[src/rtl/circular_bucket_priority_queue_top_assert.svh]
// ----------------------------------------------------------------------------
// Assertion macros for the circular bucket priority queue
// Shared property shapes used by the top-level checks.
// ----------------------------------------------------------------------------
`ifndef CIRCULAR_BUCKET_PRIORITY_QUEUE_TOP_ASSERT_SVH
`define CIRCULAR_BUCKET_PRIORITY_QUEUE_TOP_ASSERT_SVH

// Same-cycle implication, disabled while reset is high.
`define CBPQ_ASSERT_NOW(label, ante, cons, msg) \
  label: assert property (@(posedge clk) disable iff (rst) (ante) |-> (cons)) \
    else $error(msg);

// Next-cycle implication, disabled while reset is high.
`define CBPQ_ASSERT_NEXT(label, ante, cons, msg) \
  label: assert property (@(posedge clk) disable iff (rst) (ante) |=> (cons)) \
    else $error(msg);

`endif

[src/rtl/cbpq_pkg.sv]
// ----------------------------------------------------------------------------
// cbpq_pkg
// Types and constants shared by the bucket queue controller and datapath.
// ----------------------------------------------------------------------------
package cbpq_pkg;

  localparam int OP_W   = 3;
  localparam int ELEM_W = 12;
  localparam int BKT_W  = 8;
  localparam int CFG_W  = 9;

  // Operation codes carried by a command beat.
  localparam logic [OP_W-1:0] OP_INSERT  = 3'd0;
  localparam logic [OP_W-1:0] OP_POP     = 3'd1;
  localparam logic [OP_W-1:0] OP_REMOVE  = 3'd2;
  localparam logic [OP_W-1:0] OP_MOVE    = 3'd3;
  localparam logic [OP_W-1:0] OP_ISEMPTY = 3'd4;
  localparam logic [OP_W-1:0] OP_CLEAR   = 3'd5;

  // Datapath micro-operations issued by the controller.
  typedef enum logic [3:0] {
    UOP_NOP,
    UOP_ACCEPT,
    UOP_INS_RD,
    UOP_INS_WR,
    UOP_INS_FIN,
    UOP_REM_WR,
    UOP_SCAN_CHK,
    UOP_POP_WR,
    UOP_CLR
  } cbpq_uop_t;

  // Status returned by the datapath.
  typedef struct packed {
    logic ins_ok;
    logic rem_ok;
    logic mov_ok;
    logic head_valid;
    logic scan_last;
    logic clr_last;
  } cbpq_status_t;

endpackage

[src/rtl/cbpq_ctrl.sv]
// ----------------------------------------------------------------------------
// cbpq_ctrl
// Controller: sequences each command through datapath micro-operations.
// ----------------------------------------------------------------------------
module cbpq_ctrl (
  input  logic                      clk,
  input  logic                      rst,
  input  logic                      start,
  input  logic [cbpq_pkg::OP_W-1:0] operation,
  input  cbpq_pkg::cbpq_status_t    status,
  output cbpq_pkg::cbpq_uop_t       uop,
  output logic                      busy,
  output logic                      done
);
  import cbpq_pkg::*;

  typedef enum logic [3:0] {
    ST_RST_CLR,
    ST_IDLE,
    ST_OP_CLR,
    ST_INS_RD,
    ST_INS_WR,
    ST_INS_FIN,
    ST_REM_WR,
    ST_SCAN,
    ST_POP_WR
  } state_t;

  state_t state;
  logic   move_r;
  logic   pop_r;

  assign busy = (state != ST_IDLE);

  always_comb begin
    case (state)
      ST_IDLE:    uop = start ? UOP_ACCEPT : UOP_NOP;
      ST_RST_CLR: uop = UOP_CLR;
      ST_OP_CLR:  uop = UOP_CLR;
      ST_INS_RD:  uop = UOP_INS_RD;
      ST_INS_WR:  uop = UOP_INS_WR;
      ST_INS_FIN: uop = UOP_INS_FIN;
      ST_REM_WR:  uop = UOP_REM_WR;
      ST_SCAN:    uop = UOP_SCAN_CHK;
      ST_POP_WR:  uop = UOP_POP_WR;
      default:    uop = UOP_NOP;
    endcase
  end

  always_ff @(posedge clk) begin
    if (rst) begin
      state  <= ST_RST_CLR;
      done   <= 1'b0;
      move_r <= 1'b0;
      pop_r  <= 1'b0;
    end else begin
      done <= 1'b0;
      case (state)
        ST_RST_CLR: begin
          if (status.clr_last) state <= ST_IDLE;
        end
        ST_IDLE: begin
          if (start) begin
            move_r <= (operation == OP_MOVE);
            pop_r  <= (operation == OP_POP);
            case (operation)
              OP_INSERT: begin
                if (status.ins_ok) state <= ST_INS_WR;
                else done <= 1'b1;
              end
              OP_REMOVE: begin
                if (status.rem_ok) state <= ST_REM_WR;
                else done <= 1'b1;
              end
              OP_MOVE: begin
                if (status.mov_ok) state <= ST_REM_WR;
                else done <= 1'b1;
              end
              OP_POP, OP_ISEMPTY: state <= ST_SCAN;
              OP_CLEAR:           state <= ST_OP_CLR;
              default:            done  <= 1'b1;
            endcase
          end
        end
        ST_OP_CLR: begin
          if (status.clr_last) begin
            state <= ST_IDLE;
            done  <= 1'b1;
          end
        end
        ST_INS_RD:  state <= ST_INS_WR;
        ST_INS_WR:  state <= ST_INS_FIN;
        ST_INS_FIN: begin
          state <= ST_IDLE;
          done  <= 1'b1;
        end
        ST_REM_WR: begin
          if (move_r) begin
            state <= ST_INS_RD;
          end else begin
            state <= ST_IDLE;
            done  <= 1'b1;
          end
        end
        ST_SCAN: begin
          if (status.head_valid) begin
            if (pop_r) begin
              state <= ST_POP_WR;
            end else begin
              state <= ST_IDLE;
              done  <= 1'b1;
            end
          end else if (status.scan_last) begin
            state <= ST_IDLE;
            done  <= 1'b1;
          end
        end
        ST_POP_WR: begin
          state <= ST_IDLE;
          done  <= 1'b1;
        end
        default: state <= ST_IDLE;
      endcase
    end
  end

endmodule

[config.mk]
export PLATFORM = sky130hd
export DESIGN_NAME = cbpq_ctrl
export DESIGN_NICKNAME = d
export VERILOG_FILES = /design/src/rtl/circular_bucket_priority_queue_top_assert.svh /design/src/rtl/cbpq_pkg.sv /design/src/rtl/cbpq_ctrl.sv
export SDC_FILE = /design/constraint.sdc
export NUM_CORES = 1
export LEC_CHECK = 0
export BUFFER_PORTS_ARGS = -buffer_cell sky130_fd_sc_hd__clkbuf_2
export CAP_MARGIN = 20
export CORE_AREA = 2 2 39 41
export CTS_CLUSTER_DIAMETER = 30
export DETAILED_ROUTE_END_ITERATION = 12
export DIE_AREA = 0 0 41 43
export PLACE_DENSITY_LB_ADDON = 0.05
export SLEW_MARGIN = 10
export SYNTH_ARGS = -nofsm -noshare
export SYNTH_HDL_FRONTEND = slang
export SYNTH_SLANG_ARGS = --single-unit
[constraint.sdc]
create_clock -name clk -period 1.44 [get_ports clk]
set_input_delay 0.072 -clock clk [delete_from_list [all_inputs] [get_ports clk]]
set_output_delay 0.072 -clock clk [all_outputs]
set_load 0.01 [all_outputs]
; ---- Word level (Yosys, flattened, before mapping)
; Cells that the tools add are included.
[classes]
eq_ne = 21
n_mux = 24
reduce_logical = 8
[ops]
columns = cell, count
row1 = $mux W4, 8
row2 = $pmux W4 S8, 1
row3 = $pmux W4 S6, 1
row4 = $pmux W4 S5, 1
row5 = $eq A4 B3 Y1 const B, 4
row6 = $ne A3 B3 Y1 const B, 4
row7 = $mux W1, 10
row8 = $eq A4 B2 Y1 const B, 2
row9 = $reduce_and A7 Y1, 1
row10 = $eq A3 B2 Y1 const B, 2
row11 = $eq A3 B3 Y1 const B, 2
row12 = $ne A6 B2 Y1 const B, 1
row13 = $reduce_or A2 Y1, 3
row14 = $pmux W1 S5, 1
row15 = $eq A4 B1 Y1 const B, 1
row16 = $eq A4 B4 Y1 const B, 1
row17 = $logic_not A4 Y1, 1
row18 = $ne A4 B1 Y1 const B, 1
row19 = $pmux W1 S4, 1
row20 = $eq A3 B1 Y1 const B, 1
row21 = $logic_not A3 Y1, 1
row22 = $reduce_or A3 Y1, 1
row23 = $mux W2, 1
row24 = $ne A2 B1 Y1 const B, 1
row25 = other kinds (2), 2
[word_totals]
reg_bits = 7
inputBits = 12
out_inout_bits = 6
elab_cells = 57

; ---- Longest topological paths before layout
[logic_depth]
ltp_word = 5
depth_mapped = 6

; ---- Least setup slack after synthesis
; Ideal clock, no wire load.
[synth_timing]
kind = reg2reg
startpoint = reg state[3]
endpoint = reg state[0]
setup_time_ps = 88
arrival_ps = 1133
t_required_ps = 1352
path_slack_ps = 219
path_stages_with_launch = 5
n_path_buf = 1
path_cell_list = dfxtp_1 buf_4 o41ai_2 a21oi_2 a311oi_2
[synth_between]
elab_chain_len = 4
[synth_rtl]
columns = element, line_no
row1 = "start, declared", cbpq_ctrl.sv:29  ; state_t state;
row2 = "start signal, assigned", cbpq_ctrl.sv:52  ; state <= ST_RST_CLR;
row3 = "start signal, assigned", cbpq_ctrl.sv:60  ; if (status.clr_last) state <= ST_IDLE;
row4 = "start signal, assigned", cbpq_ctrl.sv:68  ; if (status.ins_ok) state <= ST_INS_WR;
row5 = $eq A4 B2 Y1 / $logic_not A4 Y1 (equally long branches), cbpq_ctrl.sv:58  ; case (state)
row6 = $reduce_or A2 Y1 (no source line), n/a
row7 = $ne A2 B1 Y1 (no source line), n/a
row8 = $reduce_and A7 Y1 (no source line), n/a
; Several ways; a longest one is shown, not always the timed one.
; A chain may end at the register's enable or synchronous reset.

; ---- Worst setup path in the final report
[layout_timing]
startpoint = reg state[1]
endpoint = out uop[0]
[layout_between]
elab_chain_len = 3
[layout_rtl]
columns = element, line_no
row1 = $eq A4 B2 Y1 / $logic_not A4 Y1 (equally long branches), cbpq_ctrl.sv:36  ; case (state)
row2 = $reduce_or A2 Y1 (no source line), n/a
row3 = $pmux W4 S8 (*), cbpq_ctrl.sv:36
row4 = "end, declared", cbpq_ctrl.sv:11  ; output cbpq_pkg::cbpq_uop_t uop,
; Mark *: on every way between the ends. The rest lies on a longest branch, timed or not.

==> results.md <==
Outcome:
- The run finished with clean final reports.

Final layout:
- After the flow finishes, the layout carries non-filler instances totaling 118.
- The top cell types in the final layout, fill and taps aside, are 16 x sky130_fd_sc_hd__clkbuf_2, 11 x sky130_fd_sc_hd__buf_4, 8 x sky130_fd_sc_hd__nor2_1.
- The fraction of final layout cells sized beyond drive strength 1 is 41.2%.
- The register area is 153 um2.
- The multi-input combinational cells in the finished layout cover a total of 407 um2.
- The number of inserted diodes is 0.
- The final design area excluding fillers is 777 um2.
- Leaving out fill and tap cells, the most frequent cell in the layout is sky130_fd_sc_hd__clkbuf_2.
- The layout filler cell count is 137.
- The area growth from synthesis to layout is 34.1%.
- After the last flow step, the layout net total stands at 115.

Routing:
- After detailed routing, the number of remaining DRC violations is 0.
- The per-cell via count in the routed design is 5.40.
- The routed layout has 637 vias.
- In the final routed layout, each cell accounts on average for 12.6 um.
- Once detail routing completed, the nets flagged for antenna violations numbered 0.
- The routed design has 1480 um of wire.
- The first-pass iteration count of the detailed router is 4.
- The first routing iteration left 14 violations.

Critical path:
- Counting both buffers and inverters, the worst setup path holds a total of 1.
- The worst register-to-register path begins at state[1].
- In this run the worst path has a maximum fanout of 8.
- At the worst endpoint, the arrival time is 1.31 ns.
- The critical path capture point is uop[0].
- The startpoint of the most critical setup path is state[1].
- The worst setup path is launched from a flop.
- The critical path is of the flop to output pin type.
- The cell at the slowest stage of the critical path is sky130_fd_sc_hd__dfxtp_4.
- The signal on the critical path passes through nor4b_4 > nand2_2 > o21ai_1 > buf_2.
- The endpoint of the worst register-to-register path is done.
- The family of cells with the greatest summed delay on the critical path is simple AND/OR/NAND/NOR gates.
- On the worst path, the slowest cell contributes a delay of 0.37 ns.
- For the worst flop-to-flop path, the logic depth is 5.
- For the worst setup path, the data required time is 1.37 ns.
- In this run the number of cells on the critical path is 4.
- The worst setup path is captured at an output pin.
- The setup check on the worst reg-to-reg path leaves a slack of 0.06 ns.

Placement:
- The number of port buffers is 17.
- The detailed-placement wirelength estimate is 1070 um.
- The number of instances in the placed design is 109.
- After detailed placement, the total cell area comes to 721 um2.
- The placer's final routability congestion estimate is 0.813.

Power and ir drop:
- The cell leakage power is 0.328 nW.
- For this design the ratio of total power to cell area is 800 nW/um2.
- The peak supply drop is 0.562 mV.

Floorplanning:
- In this run the count of I/O pins placed on the die edge is 18.
- Once the floorplan was initialized, standard cells occupied 41.9% of the core.
- The core region is 1380 um2.
- The initialized floorplan defines 14 standard-cell rows.
- From bottom edge to top edge, the die measures 43 um.
- The die covers 1760 um2.
- The die width is 41 um.

GRT:
- The initial antenna violation count came to 0.
- Entering global routing, the biggest net connects 14 pins.
- The wire length of the first global-routing pass is 2480 um.
- The leftover overflow at the end of global routing is 0.
- The total global routing track utilization is 20.4%.
- The number of global-route vias before repair is 597.

CTS:
- The number of buffers added by the clock tree synthesis step is 3.
- For the worst-skew pair, the clock arrives at the later sink with an insertion delay of 0.25 ns.
- Buffers inserted to repair hold after CTS numbered 0.
- Counting along the longest clock path gives a buffer depth of 2.
- After clock tree synthesis, the clock-pin slew on the worst setup and hold paths is 0.05 ns.
- The clock drives 7 sinks.
- In this run the number of H-tree levels came out at 1.
- The root cell of the clock tree is sky130_fd_sc_hd__clkbuf_4.
- TritonCTS built the clock tree.

Logic synthesis:
- The async set-reset flop share out of synthesis is 0%.
- Counting flops and latches in the post-synthesis netlist gives 7.
- A synthesized cell averages 7.62 um2.
- The prevailing post-synth register cell is sky130_fd_sc_hd__dfxtp_1.
- The cell count after synthesis is 76.
- When the netlist entered floorplanning its net count stood at 88.
- The share of the yosys chip area belonging to registers is 24.2%.
- The number of enable-type register cells in the synthesized netlist is 0.
- The count of yosys warnings during synthesis is 0.
- The number of different library cells in the post-synthesis netlist is 35.
- The post-synthesis instance area is 579 um2.

Flow run:
- Across the run, the number of max-cap violations was 0.

STA:
- Summed over all failing endpoints, the final setup total negative slack is 0 ns.
- The time the final worst path needs with I/O delays and setup is 1.38 ns.
- Setup repair after global routing could not meet its margin everywhere.
- The count of endpoints failing hold in the final timing report came to 0.
- The setup skew after layout is 0.00322 ns.
- The worst pin sits at a relative slew slack of 78.1%.
- The max-slew violation total from the final report is 0.
- In the finished design, the share of the clock period the worst path needs comes to 95.9%.
- Based on the critical path, the design can be clocked at up to 0.724 GHz.
- Setup violations remaining at the end of the flow were counted as 0.
- The transition time at the pin with the least slew margin is 0.324 ns.

Hold path:
- The min-delay analysis places its worst path in the category input pin to flop.
==> Yosys cell counts, drive strengths merged, types with 2 or more instances <==
cell	instances	area (um2)
nor2	8	30.0
dfxtp	7	140
o21ai	7	35.0
nand2	6	25.0
buf	5	30.0
nor3	5	25.0
a21oi	4	23.8
nand3	4	20.0
nor2b	3	18.8
a31oi	2	12.5
nand4	2	12.5
nor3b	2	15.0
nor4	2	12.5
==> sequential cells by signal, indices dropped and copies added (netlist names) <==
| signal | flops |
|---|---|
| state | 4 |
| done | 1 |
| pop_r | 1 |
| move_r | 1 |
==> worst min-delay path: cells and delay by family <==
family        cells  cell delay [ns]
buf+inv           1             0.09
simple gates      2             0.16
==> metal layers <==
metal | vias to the layer above | routed length, um | global-route usage, %
met5 | - | 0 | 0
met4 | 0 | 0 | 4.00
met3 | 0 | 72 | 7.85
met2 | 15 | 719 | 32.8
met1 | 287 | 688 | 24.8
li1 | 335 | - | -
==> where the power goes <==
group / switching (W) / internal, W
Clock: 0.0000692 / 0.000106
Sequential: 0.0000152 / 0.000203
Combinational: 0.000114 / 0.000115
==> cells by family (layout without fill, tap and decap cells) <==
| kind of cell | after synthesis | after routing | synth area share (%) |
|---|---|---|---|
| simple gates | 38 | 38 | 38.9 |
| xor+xnor | 2 | 2 | 3.02 |
| buf+inv | 7 | 33 | 6.48 |
| flops | 7 | 7 | 24.2 |
| compound gates | 22 | 22 | 27.4 |
==> metrics by stage <==
stage               hold WS [ns]  utilization, %  setup WS (ns)  total power [W]
finish                     0.107            56.1         0.0584         0.000621
global route               0.128            56.1        -0.0241         0.000662
CTS                        0.105            54.2         0.0124         0.000620
detailed placement         0.373            52.1         0.0456         0.000432
global placement           0.371            52.1         0.0209         0.000432
floorplan                  0.239               -          0.219         0.000351
==> cell type report <==
class | instances | area share [%]
multi-input cells | 62 | 52.3
repair buffers | 28 | 21.6
flip-flops and latches | 7 | 19.6
clock buffers | 4 | 3.38
well taps | 16 | 2.58
inverters | 1 | 0.483
==> repair_timing <==
| item | CTS | global route |
|---|---|---|
| gates cloned | 0 | 0 |
| setup buffers | 5 | 2 |
| endpoints found under the setup margin | 2 | 8 |
| resized for setup | 5 | 5 |
| pin swaps | 2 | 2 |
| endpoints found under the hold margin | 0 | 0 |
==> how the worst min path moves through the flow <==
stage,start,endpoint,cells after the start
final,status[2],state[3],3
after global routing,rst,state[0],2
after CTS,status[2],state[3],3
after detailed placement,rst,move_r,2
after global placement,start,move_r,3
after floorplan,status[2],state[3],2
No activity file was read; power rests on OpenSTA's default activity.
